--- config.mk ---
export PLATFORM = sky130hd
export DESIGN_NAME = serial_command_parser
export DESIGN_NICKNAME = d
export VERILOG_FILES = /design/src/rtl/core/scp_pkg.sv /design/src/rtl/core/scp_front.sv /design/src/rtl/core/scp_queue.sv /design/src/rtl/core/scp_back.sv /design/src/rtl/core/serial_command_parser.sv
export SDC_FILE = /design/constraint.sdc
export NUM_CORES = 1
export LEC_CHECK = 0
export BUFFER_PORTS_ARGS = -buffer_cell sky130_fd_sc_hd__buf_2
export CAP_MARGIN = 20
export CORE_MARGIN = 10
export CORE_UTILIZATION = 45
export CTS_CLUSTER_SIZE = 30
export DETAILED_ROUTE_END_ITERATION = 8
export PLACE_DENSITY_LB_ADDON = 0.3
export SYNTH_ARGS = -nofsm -noshare
export SYNTH_HDL_FRONTEND = slang
export SYNTH_SLANG_ARGS = --single-unit
--- constraint.sdc ---
create_clock -name clk -period 3.15 [get_ports clk]
set_input_delay 0.63 -clock clk [delete_from_list [all_inputs] [get_ports clk]]
set_output_delay 0.63 -clock clk [all_outputs]
set_load 0.02 [all_outputs]
--- src/rtl/core/scp_pkg.sv ---
// ----------------------------------------------------------------------------
// scp_pkg
// Shared types, character codes and helpers for the serial command parser.
// ----------------------------------------------------------------------------
package scp_pkg;

  localparam int unsigned QUEUE_DEPTH = 2;
  localparam int unsigned QUEUE_AW    = 1;

  localparam int unsigned TIME_LEN = 12;
  localparam int unsigned TIDX_W   = 4;

  localparam logic [1:0] HALT_STARS = 2'd3;

  localparam logic [7:0] CH_STAR  = 8'h2A;
  localparam logic [7:0] CH_QUERY = 8'h3F;
  localparam logic [7:0] CH_CR    = 8'h0D;
  localparam logic [7:0] CH_LF    = 8'h0A;
  localparam logic [7:0] CH_ZERO  = 8'h30;
  localparam logic [7:0] CH_A     = 8'h41;
  localparam logic [7:0] CH_T     = 8'h54;
  localparam logic [7:0] CH_I     = 8'h49;

  localparam logic [1:0] SYS_LOOP = 2'd0;
  localparam logic [1:0] SYS_HALT = 2'd1;

  typedef enum logic [1:0] {
    MODE_LOOP,
    MODE_HALT,
    MODE_OTHER
  } mode_t;

  typedef enum logic [2:0] {
    CLS_STAR,
    CLS_QUERY,
    CLS_CR,
    CLS_LF,
    CLS_A,
    CLS_T,
    CLS_I,
    CLS_OTHER
  } cls_t;

  typedef enum logic [2:0] {
    PS_IDLE,
    PS_CMD,
    PS_PAYLOAD,
    PS_CR,
    PS_LF
  } parse_state_t;

  typedef enum logic [1:0] {
    KIND_NONE,
    KIND_DATA,
    KIND_TIME,
    KIND_SYNC
  } kind_t;

  typedef enum logic [2:0] {
    ACT_NONE,
    ACT_HALT,
    ACT_DATA,
    ACT_TIME,
    ACT_SYNC
  } action_t;

  typedef struct packed {
    logic [7:0] rx_byte;
    mode_t      mode;
    cls_t       cls;
  } token_t;

  // 10 * (hi - '0') + (lo - '0'), mod 256
  function automatic logic [7:0] pair_value(input logic [7:0] hi, input logic [7:0] lo);
    logic [7:0] h;
    logic [7:0] l;
    h = hi - CH_ZERO;
    l = lo - CH_ZERO;
    return (h << 3) + (h << 1) + l;
  endfunction

endpackage

--- src/rtl/core/scp_front.sv ---
// ----------------------------------------------------------------------------
// scp_front
// Classifies each received byte and its system mode into a parser token.
// ----------------------------------------------------------------------------
module scp_front (
  input  logic            [7:0] rx_byte,
  input  logic            [1:0] system_mode,
  output scp_pkg::token_t       token
);

  scp_pkg::cls_t  cls;
  scp_pkg::mode_t mode;

  always_comb begin
    unique case (rx_byte)
      scp_pkg::CH_STAR:  cls = scp_pkg::CLS_STAR;
      scp_pkg::CH_QUERY: cls = scp_pkg::CLS_QUERY;
      scp_pkg::CH_CR:    cls = scp_pkg::CLS_CR;
      scp_pkg::CH_LF:    cls = scp_pkg::CLS_LF;
      scp_pkg::CH_A:     cls = scp_pkg::CLS_A;
      scp_pkg::CH_T:     cls = scp_pkg::CLS_T;
      scp_pkg::CH_I:     cls = scp_pkg::CLS_I;
      default:           cls = scp_pkg::CLS_OTHER;
    endcase
  end

  always_comb begin
    unique case (system_mode)
      scp_pkg::SYS_LOOP: mode = scp_pkg::MODE_LOOP;
      scp_pkg::SYS_HALT: mode = scp_pkg::MODE_HALT;
      default:           mode = scp_pkg::MODE_OTHER;
    endcase
  end

  assign token = '{rx_byte: rx_byte, mode: mode, cls: cls};

endmodule

--- src/rtl/core/scp_queue.sv ---
// ----------------------------------------------------------------------------
// scp_queue
// Two-entry token queue between the classifier and the parser.
// ----------------------------------------------------------------------------
module scp_queue (
  input  logic            clk,
  input  logic            rst,
  input  logic            push,
  input  scp_pkg::token_t push_token,
  output logic            full,
  input  logic            pop,
  output logic            not_empty,
  output scp_pkg::token_t pop_token
);

  localparam int unsigned CNT_W = scp_pkg::QUEUE_AW + 1;

  scp_pkg::token_t               mem [scp_pkg::QUEUE_DEPTH];
  logic [scp_pkg::QUEUE_AW-1:0]  wr_ptr;
  logic [scp_pkg::QUEUE_AW-1:0]  rd_ptr;
  logic [CNT_W-1:0]              count;

  assign full      = (count == CNT_W'(scp_pkg::QUEUE_DEPTH));
  assign not_empty = (count != '0);
  assign pop_token = mem[rd_ptr];

  always_ff @(posedge clk) begin
    if (push) begin
      mem[wr_ptr] <= push_token;
    end
  end

  always_ff @(posedge clk) begin
    if (rst) begin
      wr_ptr <= '0;
      rd_ptr <= '0;
      count  <= '0;
    end else begin
      if (push) wr_ptr <= wr_ptr + 1'b1;
      if (pop)  rd_ptr <= rd_ptr + 1'b1;
      count <= count + CNT_W'(push) - CNT_W'(pop);
    end
  end

endmodule

--- src/rtl/core/scp_back.sv ---
// ----------------------------------------------------------------------------
// scp_back
// Command parser state machine with time digit store and result register.
// ----------------------------------------------------------------------------
module scp_back (
  input  logic            clk,
  input  logic            rst,
  input  logic            tok_valid,
  input  scp_pkg::token_t tok,
  output logic            tok_ready,
  output logic            m_tvalid,
  input  logic            m_tready,
  output logic [55:0]     m_tdata,   // data_digit, day, month, year, hour, minute, second
  output logic [2:0]      m_tuser    // action
);

  scp_pkg::parse_state_t        state, state_next;
  scp_pkg::kind_t               kind, kind_next;
  logic [7:0]                   digit, digit_next;
  logic [scp_pkg::TIDX_W-1:0]   tidx, tidx_next, tidx_inc;
  logic [1:0]                   star, star_next, star_inc;
  logic [7:0]                   tdig [scp_pkg::TIME_LEN];
  logic                         tdig_we;
  scp_pkg::action_t             act;
  logic                         advance;
  logic [47:0]                  time_fields;

  assign tok_ready = !m_tvalid || m_tready;
  assign advance   = tok_valid && tok_ready;
  assign star_inc  = star + 2'd1;
  assign tidx_inc  = tidx + 1'b1;

  // next parse state
  always_comb begin
    state_next = state;
    if (tok.mode == scp_pkg::MODE_HALT) begin
      unique case (state)
        scp_pkg::PS_IDLE: begin
          if (tok.cls == scp_pkg::CLS_QUERY) state_next = scp_pkg::PS_CMD;
        end
        scp_pkg::PS_CMD: begin
          if (tok.cls == scp_pkg::CLS_A || tok.cls == scp_pkg::CLS_T ||
              tok.cls == scp_pkg::CLS_I) begin
            state_next = scp_pkg::PS_PAYLOAD;
          end else begin
            state_next = scp_pkg::PS_IDLE;
          end
        end
        scp_pkg::PS_PAYLOAD: begin
          unique case (kind) inside
            scp_pkg::KIND_DATA, scp_pkg::KIND_SYNC: state_next = scp_pkg::PS_CR;
            scp_pkg::KIND_TIME: begin
              if (tidx_inc >= scp_pkg::TIDX_W'(scp_pkg::TIME_LEN)) state_next = scp_pkg::PS_CR;
            end
            default: state_next = scp_pkg::PS_IDLE;
          endcase
        end
        scp_pkg::PS_CR: begin
          state_next = (tok.cls == scp_pkg::CLS_CR) ? scp_pkg::PS_LF : scp_pkg::PS_IDLE;
        end
        default: state_next = scp_pkg::PS_IDLE;
      endcase
    end
  end

  // actions and parser data
  always_comb begin
    kind_next  = kind;
    digit_next = digit;
    tidx_next  = tidx;
    star_next  = star;
    tdig_we    = 1'b0;
    act        = scp_pkg::ACT_NONE;
    unique case (tok.mode)
      scp_pkg::MODE_LOOP: begin
        if (tok.cls == scp_pkg::CLS_STAR) begin
          if (star_inc == scp_pkg::HALT_STARS) begin
            star_next = 2'd0;
            act       = scp_pkg::ACT_HALT;
          end else begin
            star_next = star_inc;
          end
        end
      end
      scp_pkg::MODE_HALT: begin
        unique case (state)
          scp_pkg::PS_IDLE: begin
            if (tok.cls == scp_pkg::CLS_STAR) begin
              if (star_inc == scp_pkg::HALT_STARS) begin
                star_next = 2'd0;
                act       = scp_pkg::ACT_HALT;
              end else begin
                star_next = star_inc;
              end
            end else if (tok.cls != scp_pkg::CLS_QUERY) begin
              star_next = 2'd0;
            end
          end
          scp_pkg::PS_CMD: begin
            unique case (tok.cls)
              scp_pkg::CLS_A: kind_next = scp_pkg::KIND_DATA;
              scp_pkg::CLS_T: begin
                kind_next = scp_pkg::KIND_TIME;
                tidx_next = '0;
              end
              scp_pkg::CLS_I: kind_next = scp_pkg::KIND_SYNC;
              default: ;
            endcase
          end
          scp_pkg::PS_PAYLOAD: begin
            if (kind == scp_pkg::KIND_DATA) begin
              digit_next = tok.rx_byte - scp_pkg::CH_ZERO;
            end else if (kind == scp_pkg::KIND_TIME) begin
              tdig_we   = (tidx < scp_pkg::TIDX_W'(scp_pkg::TIME_LEN));
              tidx_next = tidx_inc;
            end
          end
          scp_pkg::PS_LF: begin
            if (tok.cls == scp_pkg::CLS_LF) begin
              unique case (kind)
                scp_pkg::KIND_DATA: act = scp_pkg::ACT_DATA;
                scp_pkg::KIND_TIME: act = scp_pkg::ACT_TIME;
                scp_pkg::KIND_SYNC: act = scp_pkg::ACT_SYNC;
                default:            act = scp_pkg::ACT_NONE;
              endcase
            end
          end
          default: ;
        endcase
      end
      default: ;
    endcase
  end

  always_comb begin
    for (int i = 0; i < 6; i++) begin
      time_fields[8*i +: 8] = scp_pkg::pair_value(tdig[2*i], tdig[2*i+1]);
    end
  end

  always_ff @(posedge clk) begin
    if (rst) begin
      state <= scp_pkg::PS_IDLE;
      kind  <= scp_pkg::KIND_NONE;
      digit <= '0;
      tidx  <= '0;
      star  <= '0;
    end else if (advance) begin
      state <= state_next;
      kind  <= kind_next;
      digit <= digit_next;
      tidx  <= tidx_next;
      star  <= star_next;
    end
  end

  always_ff @(posedge clk) begin
    if (advance && tdig_we) begin
      tdig[tidx] <= tok.rx_byte;
    end
  end

  // result register
  always_ff @(posedge clk) begin
    if (rst) begin
      m_tvalid <= 1'b0;
    end else if (advance) begin
      m_tvalid <= 1'b1;
    end else if (m_tready) begin
      m_tvalid <= 1'b0;
    end
  end

  always_ff @(posedge clk) begin
    if (advance) begin
      m_tuser        <= act;
      m_tdata[7:0]   <= (act == scp_pkg::ACT_DATA) ? digit : 8'd0;
      m_tdata[55:8]  <= (act == scp_pkg::ACT_TIME) ? time_fields : 48'd0;
    end
  end

  a_result_follows: assert property (@(posedge clk) disable iff (rst)
    advance |=> m_tvalid)
    else $error("accepted token produced no result");

  a_time_len: assert property (@(posedge clk) disable iff (rst)
    (state == scp_pkg::PS_CR && kind == scp_pkg::KIND_TIME) |->
      tidx == scp_pkg::TIDX_W'(scp_pkg::TIME_LEN))
    else $error("time payload ended at wrong length");

  a_payload_kind: assert property (@(posedge clk) disable iff (rst)
    (state == scp_pkg::PS_PAYLOAD || state == scp_pkg::PS_CR || state == scp_pkg::PS_LF)
      |-> kind != scp_pkg::KIND_NONE)
    else $error("payload without request kind");

  a_star_below: assert property (@(posedge clk) disable iff (rst)
    $past(advance) && $past(act) == scp_pkg::ACT_HALT |-> star == 2'd0)
    else $error("star count not cleared on halt request");

endmodule

--- src/rtl/core/serial_command_parser.sv ---
// ----------------------------------------------------------------------------
// serial_command_parser
// Star-count halt detection and '?A', '?T', '?I' command parsing on bytes.
// ----------------------------------------------------------------------------
// Accepted bytes are held in the token queue, then in the result register.
// One byte per cycle unless m_tready stalls; parser state updates in one step.
// A two-entry token queue sits between classifier and parser, so input keeps
// accepting up to two bytes while the result register waits on m_tready.
// Reset (rst, synchronous): parser idle, counts and queue cleared, no result.
// ----------------------------------------------------------------------------
module serial_command_parser (
  input  logic        clk,
  input  logic        rst,
  input  logic        s_tvalid,
  output logic        s_tready,
  input  logic [7:0]  s_tdata,   // rx_byte
  input  logic [1:0]  s_tuser,   // system_mode
  output logic        m_tvalid,
  input  logic        m_tready,
  output logic [55:0] m_tdata,   // data_digit, day, month, year, hour, minute, second
  output logic [2:0]  m_tuser    // action
);

  scp_pkg::token_t in_token;
  scp_pkg::token_t q_token;
  logic            q_full;
  logic            q_valid;
  logic            q_pop;
  logic            push;

  assign s_tready = !q_full;
  assign push     = s_tvalid && s_tready;

  scp_front u_front (
    .rx_byte     (s_tdata),
    .system_mode (s_tuser),
    .token       (in_token)
  );

  scp_queue u_queue (
    .clk        (clk),
    .rst        (rst),
    .push       (push),
    .push_token (in_token),
    .full       (q_full),
    .pop        (q_pop),
    .not_empty  (q_valid),
    .pop_token  (q_token)
  );

  logic tok_ready;
  assign q_pop = q_valid && tok_ready;

  scp_back u_back (
    .clk       (clk),
    .rst       (rst),
    .tok_valid (q_valid),
    .tok       (q_token),
    .tok_ready (tok_ready),
    .m_tvalid  (m_tvalid),
    .m_tready  (m_tready),
    .m_tdata   (m_tdata),
    .m_tuser   (m_tuser)
  );

endmodule

==> results by group, run 1 <==
Detailed routing
  – Drt drc: 0
  – Antenna-violating nets left: 0
  – Vias per cell: 4.95
  – Routed WL per cell: 15.9 um
  – Detailed Routing Iterations Pass 1: 5
  – DR iter-0 viols: 256
  – Total wire length: 17.6 mm
  – Vias: 5,485

Clock network
  – CTS resizes: 0
  – # hold bufs at CTS: 0
  – Num CTS Buffers: 17
  – Clock Pin Slew Worst Setup and Hold Paths: 0.07 ns
  – Clock buffer depth: 2
  – Clk root buf: clkbuf_16
  – Postcts setup bufs: 0
  – CTS tree: yes
  – # clock sinks: 200
  – CTS H-Tree Depth: 4
  – Worst skew pair latency: 0.44 ns

Worst setup path
  – Worst Setup Path Type: flop to flop
  – WP depth: 10
  – Slowest CP cell: fa_1
  – Reg2Reg Launch Point: u_back.tdig[8][2]
  – Cells on worst reg2reg path: 10
  – Top Family by Delay on Critical Path: adder cells
  – Required @ worst endpoint: 3.34 ns
  – WP buf/inv: 2
  – Crit path launch: u_back.tdig[8][2]
  – Crit path capture: u_back.m_tdata[47]
  – Max FO, Critical Path: 2
  – CP arrival: 2.87 ns
  – Critical path capture point type: flop
  – R2R Setup Slk: 0.47 ns
  – Critical-path cell list: inv_1, fa_1, inv_1, ha_1, ha_1, fa_1, a21o_1, a21oi_1, xnor2_1, nor2_1
  – Worst setup SP type: flop
  – Max incr delay on CP: 0.47 ns
  – Worst reg2reg path endpoint: u_back.m_tdata[47]

Synth
  – Synth area leaders: edfxtp_1 (53%), ha_1 (11%), fa_1 (6.1%)
  – Yosys reg bits: 200
  – Synth unique cells: 55
  – Post-synth EDFFs: 175
  – Area share of the leading cell type in the synthesized netlist: 0.533
  – Largest area contributor in the netlist: edfxtp_1
  – Cells after Synth: 725
  – Ys flop type: edfxtp_1
  – Post-synth design cell area: 9860 um^2
  – Seq/Total Area, Yosys: 0.584
  – Syn Nets: 853
  – Post-synthesis average cell area: 13.6 um^2
  – FFs w/ async S/R, synth: 0
  – Yosys Warn Count: 0

Die
  – Row count: 54
  – Num ports: 75
  – Starting density of the core: 0.455
  – Core area: 21,700 um^2
  – DIE WIDTH: 168 um
  – Die area: 28,200 um^2
  – Die Y: 168 um

Place
  – Routability Congestion: 0.842
  – Post-DP HPWL: 12.3 mm
  – Dpl ws: 0.459 ns
  – Placed cell area: 10,600 um^2
  – Port Buf Inserts: 74

STA
  – Period minus WS final: 2.68 ns
  – Slew Viols, Final: 0
  – Setup ws final: 0.471 ns
  – Layout Skew: 0.0150 ns
  – Worst Max-Slew Pin Slew: 0.656 ns
  – Final hold vios: 0
  – Rel. slew slack: 0.562
  – Setup_tns: 0 ns
  – Final Setup Violations: 0
  – FMAX: 0.373 GHz
  – Period Utilization, post-route: 0.851
  – RSZ-0062 raised after global routing: false

Cells and area
  – Finished Cell Area: 11,100 um^2
  – Area growth from synthesis to layout: 12.8%
  – Share of layout cells above drive strength 1: 0.154
  – Nets: 942
  – Diode count: 0

Status
  – Outcome: finished, final reports clean

Pwr
  – Power Density: 655 nW/um^2
  – Pleak: 4.43 nW
  – Design Power: 7.29 mW
  – VDD IR max: 0.368 mV

Hold path
  – Worst hold path type: primary input to flop

GRT
  – Initial antenna violation count: 0
  – GRT Total Usage: 0.129
  – GRT overflow: 0
  – First-pass GRT wire length: 29.0 mm
  – Largest net degree at the start of global routing: 33
  – Vias in the first global route: 5,717

Flow run
  – Max-Cap Viols: 0
[cells by family after synthesis]
| kind of cell | share of synthesized area |
|---|---|
| flip-flops | 0.584 |
| AND/OR/NAND/NOR | 0.0946 |
| adder cells (fa/ha/maj) | 0.167 |
| buffers and inverters | 0.0410 |
| AO/OA/AOI/OAI | 0.0477 |
| XOR/XNOR | 0.0497 |
| multiplexers | 0.0160 |
[stage by stage]
step / util / instances / hold WS [ns]
finish: 0.513 / 1107 / 0.394
global route: 0.513 / 1107 / 0.387
CTS: 0.513 / 1107 / 0.384
detailed placement: 0.488 / 1075 / 0.478
global placement: 0.488 / 1075 / 0.473
floorplan: - / 725 / 0.445
[how the worst min path moves through the flow]
stage	startpoint	endpoint	slack, ns	depth (start not counted)
CTS	s_tuser[1]	u_queue.mem[1][4]	0.38	1
global route	s_tuser[1]	u_queue.mem[1][4]	0.39	1
detailed placement	u_back.digit[7]	u_back.digit[7]	0.48	2
floorplan	u_back.digit[7]	u_back.digit[7]	0.44	2
finish	s_tuser[1]	u_queue.mem[0][4]	0.39	1
global placement	u_back.digit[7]	u_back.digit[7]	0.47	2
[cell type report]
class,instances,area (um^2)
clock buffers,23,468
clock inverters,9,68.8
fillers,1853,10600
inverters,92,345
multi-input cells,421,3700
flip-flops and latches,200,5760
well taps,280,350
repair buffers,82,430
[state kept, by name (all words and copies together), names as in the netlist, 3 cells and up, named ones only]
register and flops:
u_back.digit 8, u_back.m_tdata 56, u_back.m_tuser 3, u_back.state 3, u_back.tdig 90, u_back.tidx 4
u_queue.mem 26
[cells in the mapped netlist (3+ instances only)]
master	number
and2_1	51
mux2_2	6
nor2b_1	3
nor3_1	13
a21oi_1	24
a21o_1	13
edfxtp_1	175
a211oi_1	4
nor4_1	4
nand2_1	15
xnor2_1	44
dfxtp_1	25
ha_1	84
nand2b_1	7
inv_1	92
mux2i_1	9
clkbuf_1	5
nor3b_1	5
nand3_1	6
o21ai_0	8
xor2_1	12
fa_1	30
nor2_1	44
buf_2	4
nand3b_1	3
[worst register-to-register path, delay by kind of cell, from the launching register on]
kind	cells	cell delay, ns
fa+ha+maj	4	1.39
flops	1	0.39
compound gates	2	0.36
xor+xnor	1	0.13
simple gates	1	0.06
buf+inv	2	0.11
[power by group]
group	switching [mW]	leakage, nW	internal, mW
sequential	0.126	1.80	3.53
combinational	1.20	2.37	0.443
clock	0.934	0.266	1.06
total	2.26	4.43	5.03
[cells in the final DEF, fill, tap and decap left out, types with 4 or more instances in the layout]
cell type and instances:
nor3_1 13, a21oi_1 24, clkinv_4 5, xor2_1 12, nor4_1 4, o21ai_0 8
buf_2 74, nor3b_1 5, a21o_1 13, xnor2_1 44, clkbuf_16 17, inv_1 92
edfxtp_1 175, ha_1 84, nand2_1 15, fa_1 30, nor2_1 44, clkbuf_1 4
nand2b_1 7, and2_1 51, nand3_1 6, mux2i_1 9, mux2_2 6, a211oi_1 4
buf_4 8, dfxtp_1 25
[metal layers]
| metal | global-route usage | vias to the layer above | part of all wire |
|---|---|---|---|
| met2 | 0.225 | 97 | 0.51 |
| met1 | 0.151 | 2661 | 0.43 |
| li1 | - | 2704 | - |
| met3 | 0.0361 | 23 | 0.044 |
| met5 | 0 | - | 0 |
| met4 | 0.0360 | 0 | 0.017 |
Power figures use the tool's default switching activity.
==> inputs of run 2 (changes only) <==
- CTS_CLUSTER_DIAMETER: default -> 200
- HOLD_SLACK_MARGIN: default -> 0.06
- SYNTH_HIERARCHICAL: default -> 1
==> run 2 against run 1 <==
Clock-buffer cell count decreased by 6; flip-flop and latch count unchanged; combinational power decreased by 14%; final area increased by 0.76%; first-iteration DRC count increased by 40%; largest cell class unchanged; highest routed layer unchanged; fmax decreased by 0.45%; hold slack improved by 0.010 ns; largest power group unchanged; global-route usage decreased by 0.056 points; final cell count decreased by 0.45%; register-to-register slack about the same; critical endpoint is now u_back/tdig[1][7].
==> results by group, run 2 <==
Clock network
  – Clock Pin Slew Worst Setup and Hold Paths: 0.07 ns (about the same)
  – CTS tree: yes
  – Postcts setup bufs: 0 (unchanged)
  – # hold bufs at CTS: 0 (unchanged)
  – Clock buffer depth: 2 (unchanged)
  – Num CTS Buffers: 17 (unchanged)
  – CTS resizes: 0 (unchanged)
  – Worst skew pair latency: 0.44 ns (about the same)
  – Clk root buf: clkbuf_16
  – CTS H-Tree Depth: 4 (unchanged)
  – # clock sinks: 200 (unchanged)

Hold path
  – Hold path cells: 1 (unchanged)
  – Worst hold path type: primary input to flop

Synth
  – FFs w/ async S/R, synth: 0 (unchanged)
  – Most instantiated cells after synthesis: edfxtp_1 (175), inv_1 (90), ha_1 (83)
  – Area share of the leading cell type in the synthesized netlist: 0.525 (-0.00812)
  – Yosys Warn Count: 6 (+6)
  – Ys flop type: edfxtp_1
  – Cells after Synth: 734 (+1.2%)
  – Syn Nets: 861 (+0.94%)
  – Synth area leaders: edfxtp_1 (52%), ha_1 (10%), fa_1 (6.0%)
  – Most frequent cell after synthesis: edfxtp_1
  – Synth unique cells: 66 (+20%)
  – Largest area contributor in the netlist: edfxtp_1
  – Yosys reg bits: 200 (unchanged)
  – Post-synthesis average cell area: 13.6 um^2 (+0.30%)
  – Post-synth EDFFs: 175 (unchanged)
  – Post-synth design cell area: 10,000 um^2 (+1.5%)
  – Seq/Total Area, Yosys: 0.575 (-0.00889)

Detailed routing
  – DR iter-0 viols: 359 (+40%)
  – Vias per cell: 4.98 (+0.58%)
  – Detailed Routing Iterations Pass 1: 4 (-1)
  – Drt drc: 0 (unchanged)
  – Vias: 5,492 (+0.13%)
  – Antenna-violating nets left: 0 (unchanged)
  – Routed WL per cell: 16.3 um (+2.5%)
  – Total wire length: 17.9 mm (+2.0%)

Worst setup path
  – WP buf/inv: 1 (-1)
  – Critical-path cell list: buf_4, mux2_4, nand2b_1, nor4_4, nand3b_1, nor3_1, and2_1
  – Worst setup SP type: flop
  – CP arrival: 2.79 ns (-0.08 ns)
  – Top Family by Delay on Critical Path: simple AND/OR/NAND/NOR gates
  – Required @ worst endpoint: 3.25 ns (-0.09 ns)
  – WP depth: 7 (-3)
  – Max FO, Critical Path: 12 (+10)
  – Worst Setup Path Type: flop to flop
  – Critical path capture point type: flop
  – Cells on worst reg2reg path: 7 (-3)
  – Slowest CP cell: and2_1
  – Max incr delay on CP: 0.43 ns (-0.04 ns)

STA
  – Period Utilization, post-route: 0.854 (+0.00388)
  – Final Setup Violations: 0 (unchanged)
  – Rel. slew slack: 0.479 (-0.0833)
  – Final hold vios: 0 (unchanged)
  – Worst Max-Slew Pin Slew: 0.782 ns (+0.127 ns)
  – FMAX: 0.372 GHz (-0.45%)
  – Period minus WS final: 2.69 ns (+0.0122 ns)
  – Setup_tns: 0 ns (unchanged)
  – Layout Skew: 0.0131 ns (-0.00186 ns)
  – Slew Viols, Final: 0 (unchanged)
  – Setup ws final: 0.459 ns (-0.0122 ns)
  – RSZ-0062 raised after global routing: false

Pwr
  – Design Power: 7.01 mW (-3.8%)
  – Power Density: 625 nW/um^2 (-4.5%)
  – Pleak: 4.68 nW (+5.5%)
  – VDD IR max: 0.492 mV (+34%)

Cells and area
  – Nets: 936 (-0.64%)
  – Number of fill cells in the layout: 1,882 (+1.6%)
  – Finished Cell Area: 11,200 um^2 (+0.76%)
  – Commonest non-fill, non-tap cell in the layout: edfxtp_1
  – Area growth from synthesis to layout: 11.9%
  – Most frequent cells in the layout: edfxtp_1 (175), inv_1 (90), ha_1 (83), buf_2 (74)
  – Largest reg by FF count: u_back/tdig
  – Register area: 5760 um^2 (unchanged)
  – Share of layout cells above drive strength 1: 0.170 (+0.0167)
  – Largest register FFs: 90 (unchanged)
  – Diode count: 0 (unchanged)
  – Area of the multi-input gates: 3760 um^2 (+1.6%)
  – Final Non-Filler Cells: 1,102 (-0.45%)
  – Largest regs: u_back/tdig: 90 flops, u_back/m_tdata: 56 flops, u_queue/mem: 26 flops

Die
  – Starting density of the core: 0.458 (+0.00276)
  – Row count: 54 (unchanged)
  – Die Y: 169 um (+0.68%)
  – DIE WIDTH: 169 um (+0.68%)
  – Core area: 21,900 um^2 (+0.93%)
  – Num ports: 75 (unchanged)
  – Die area: 28,600 um^2 (+1.4%)

GRT
  – First-pass GRT wire length: 28.9 mm (-0.50%)
  – Met2 Usage GRT: 0.217 (-0.00788)
  – Global routing usage on met3: 0.0387 (+0.00259)
  – Vias in the first global route: 5,588 (-2.3%)
  – GRT overflow: 0 (unchanged)
  – Global route hottest layer: met2
  – Largest net degree at the start of global routing: 60 (+82%)
  – Initial antenna violation count: 0 (unchanged)
  – Met1 Use GR: 0.156 (+0.00463)
  – GRT Total Usage: 0.128 (-0.000564)

Place
  – Total placed cells including tap cells: 1,070 (-0.47%)
  – Post-DP HPWL: 12.7 mm (+2.8%)
  – Routability Congestion: 0.813 (-3.5%)
  – Dpl ws: 0.452 ns (-0.00729 ns)
  – Port Buf Inserts: 74 (unchanged)
  – Placed cell area: 10,600 um^2 (+0.50%)

Flow run
  – Max-Cap Viols: 0 (unchanged)

Status
  – Outcome: finished, final reports clean
-- run 2: cell types whose count changed in the layout (fill, tap and decap cells not counted), sizes merged, moves of 4 or more --
cell / before / now
and2: 51 / 25
nor3: 15 / 8
a211oi: 4 / 0
nor2: 45 / 41
nand3: 6 / 11
clkbuf: 23 / 17
mux2i: 9 / 5
xnor2: 44 / 40
nand2b: 7 / 3
and3: 1 / 28
nor2b: 3 / 7
mux2: 6 / 14
clkinv: 7 / 2
inv: 94 / 103
-- run 2: worst register-to-register path, delay by kind of cell (launching register included) --
family,cells,cell delay (ns)
simple gates,5,1.43
flops,1,0.33
mux,1,0.34
buf+inv,1,0.25
-- run 2: logic make-up after synthesis --
kind of cell	Yosys count	share of synthesized area
multiplexers	19	0.0245
flip-flops	200	0.575
AND/OR/NAND/NOR	167	0.0954
buffers and inverters	116	0.0502
AO/OA/AOI/OAI	66	0.0438
adder cells (fa/ha/maj)	113	0.164
XOR/XNOR	53	0.0477
-- run 2: report_power, final --
part | internal, mW | leakage, nW | switching [mW]
clock network | 1.06 | 0.283 | 1.04
logic | 0.413 | 2.55 | 0.997
registers | 3.41 | 1.84 | 0.0904
-- run 2: final timing paths --
| kind | start | slack, ns | endpoint |
|---|---|---|---|
| min reg2reg | u_back/digit[3] | 0.45 | u_back/digit[3] |
| max | flop | 0.46 | u_back/tdig[1][7] |
| max reg2reg | flop | 0.46 | u_back/tdig[1][7] |
| min | s_tuser[1] | 0.40 | u_queue/mem[1][4] |
-- run 2: cell type report --
cell class	instances	area share
tap	280	0.0313
multi-input combinational	418	0.336
timing repair buffer	82	0.0384
clock inverter	15	0.0128
inverter	90	0.0301
clock buffer	17	0.0380
sequential	200	0.514
-- run 2: metal layers --
metal  share of wire  wire length (um)
met1            0.43              7670
met2            0.51              9080
met3           0.054               959
met4           0.011               202
met5               0                 0
-- run 2: through the flow --
stage                     utilization  hold slack [ns]
after floorplan                     -            0.432
final                           0.512            0.404
after CTS                       0.512            0.382
after detailed placement        0.486            0.443
after global placement          0.486            0.439
after global routing            0.512            0.394
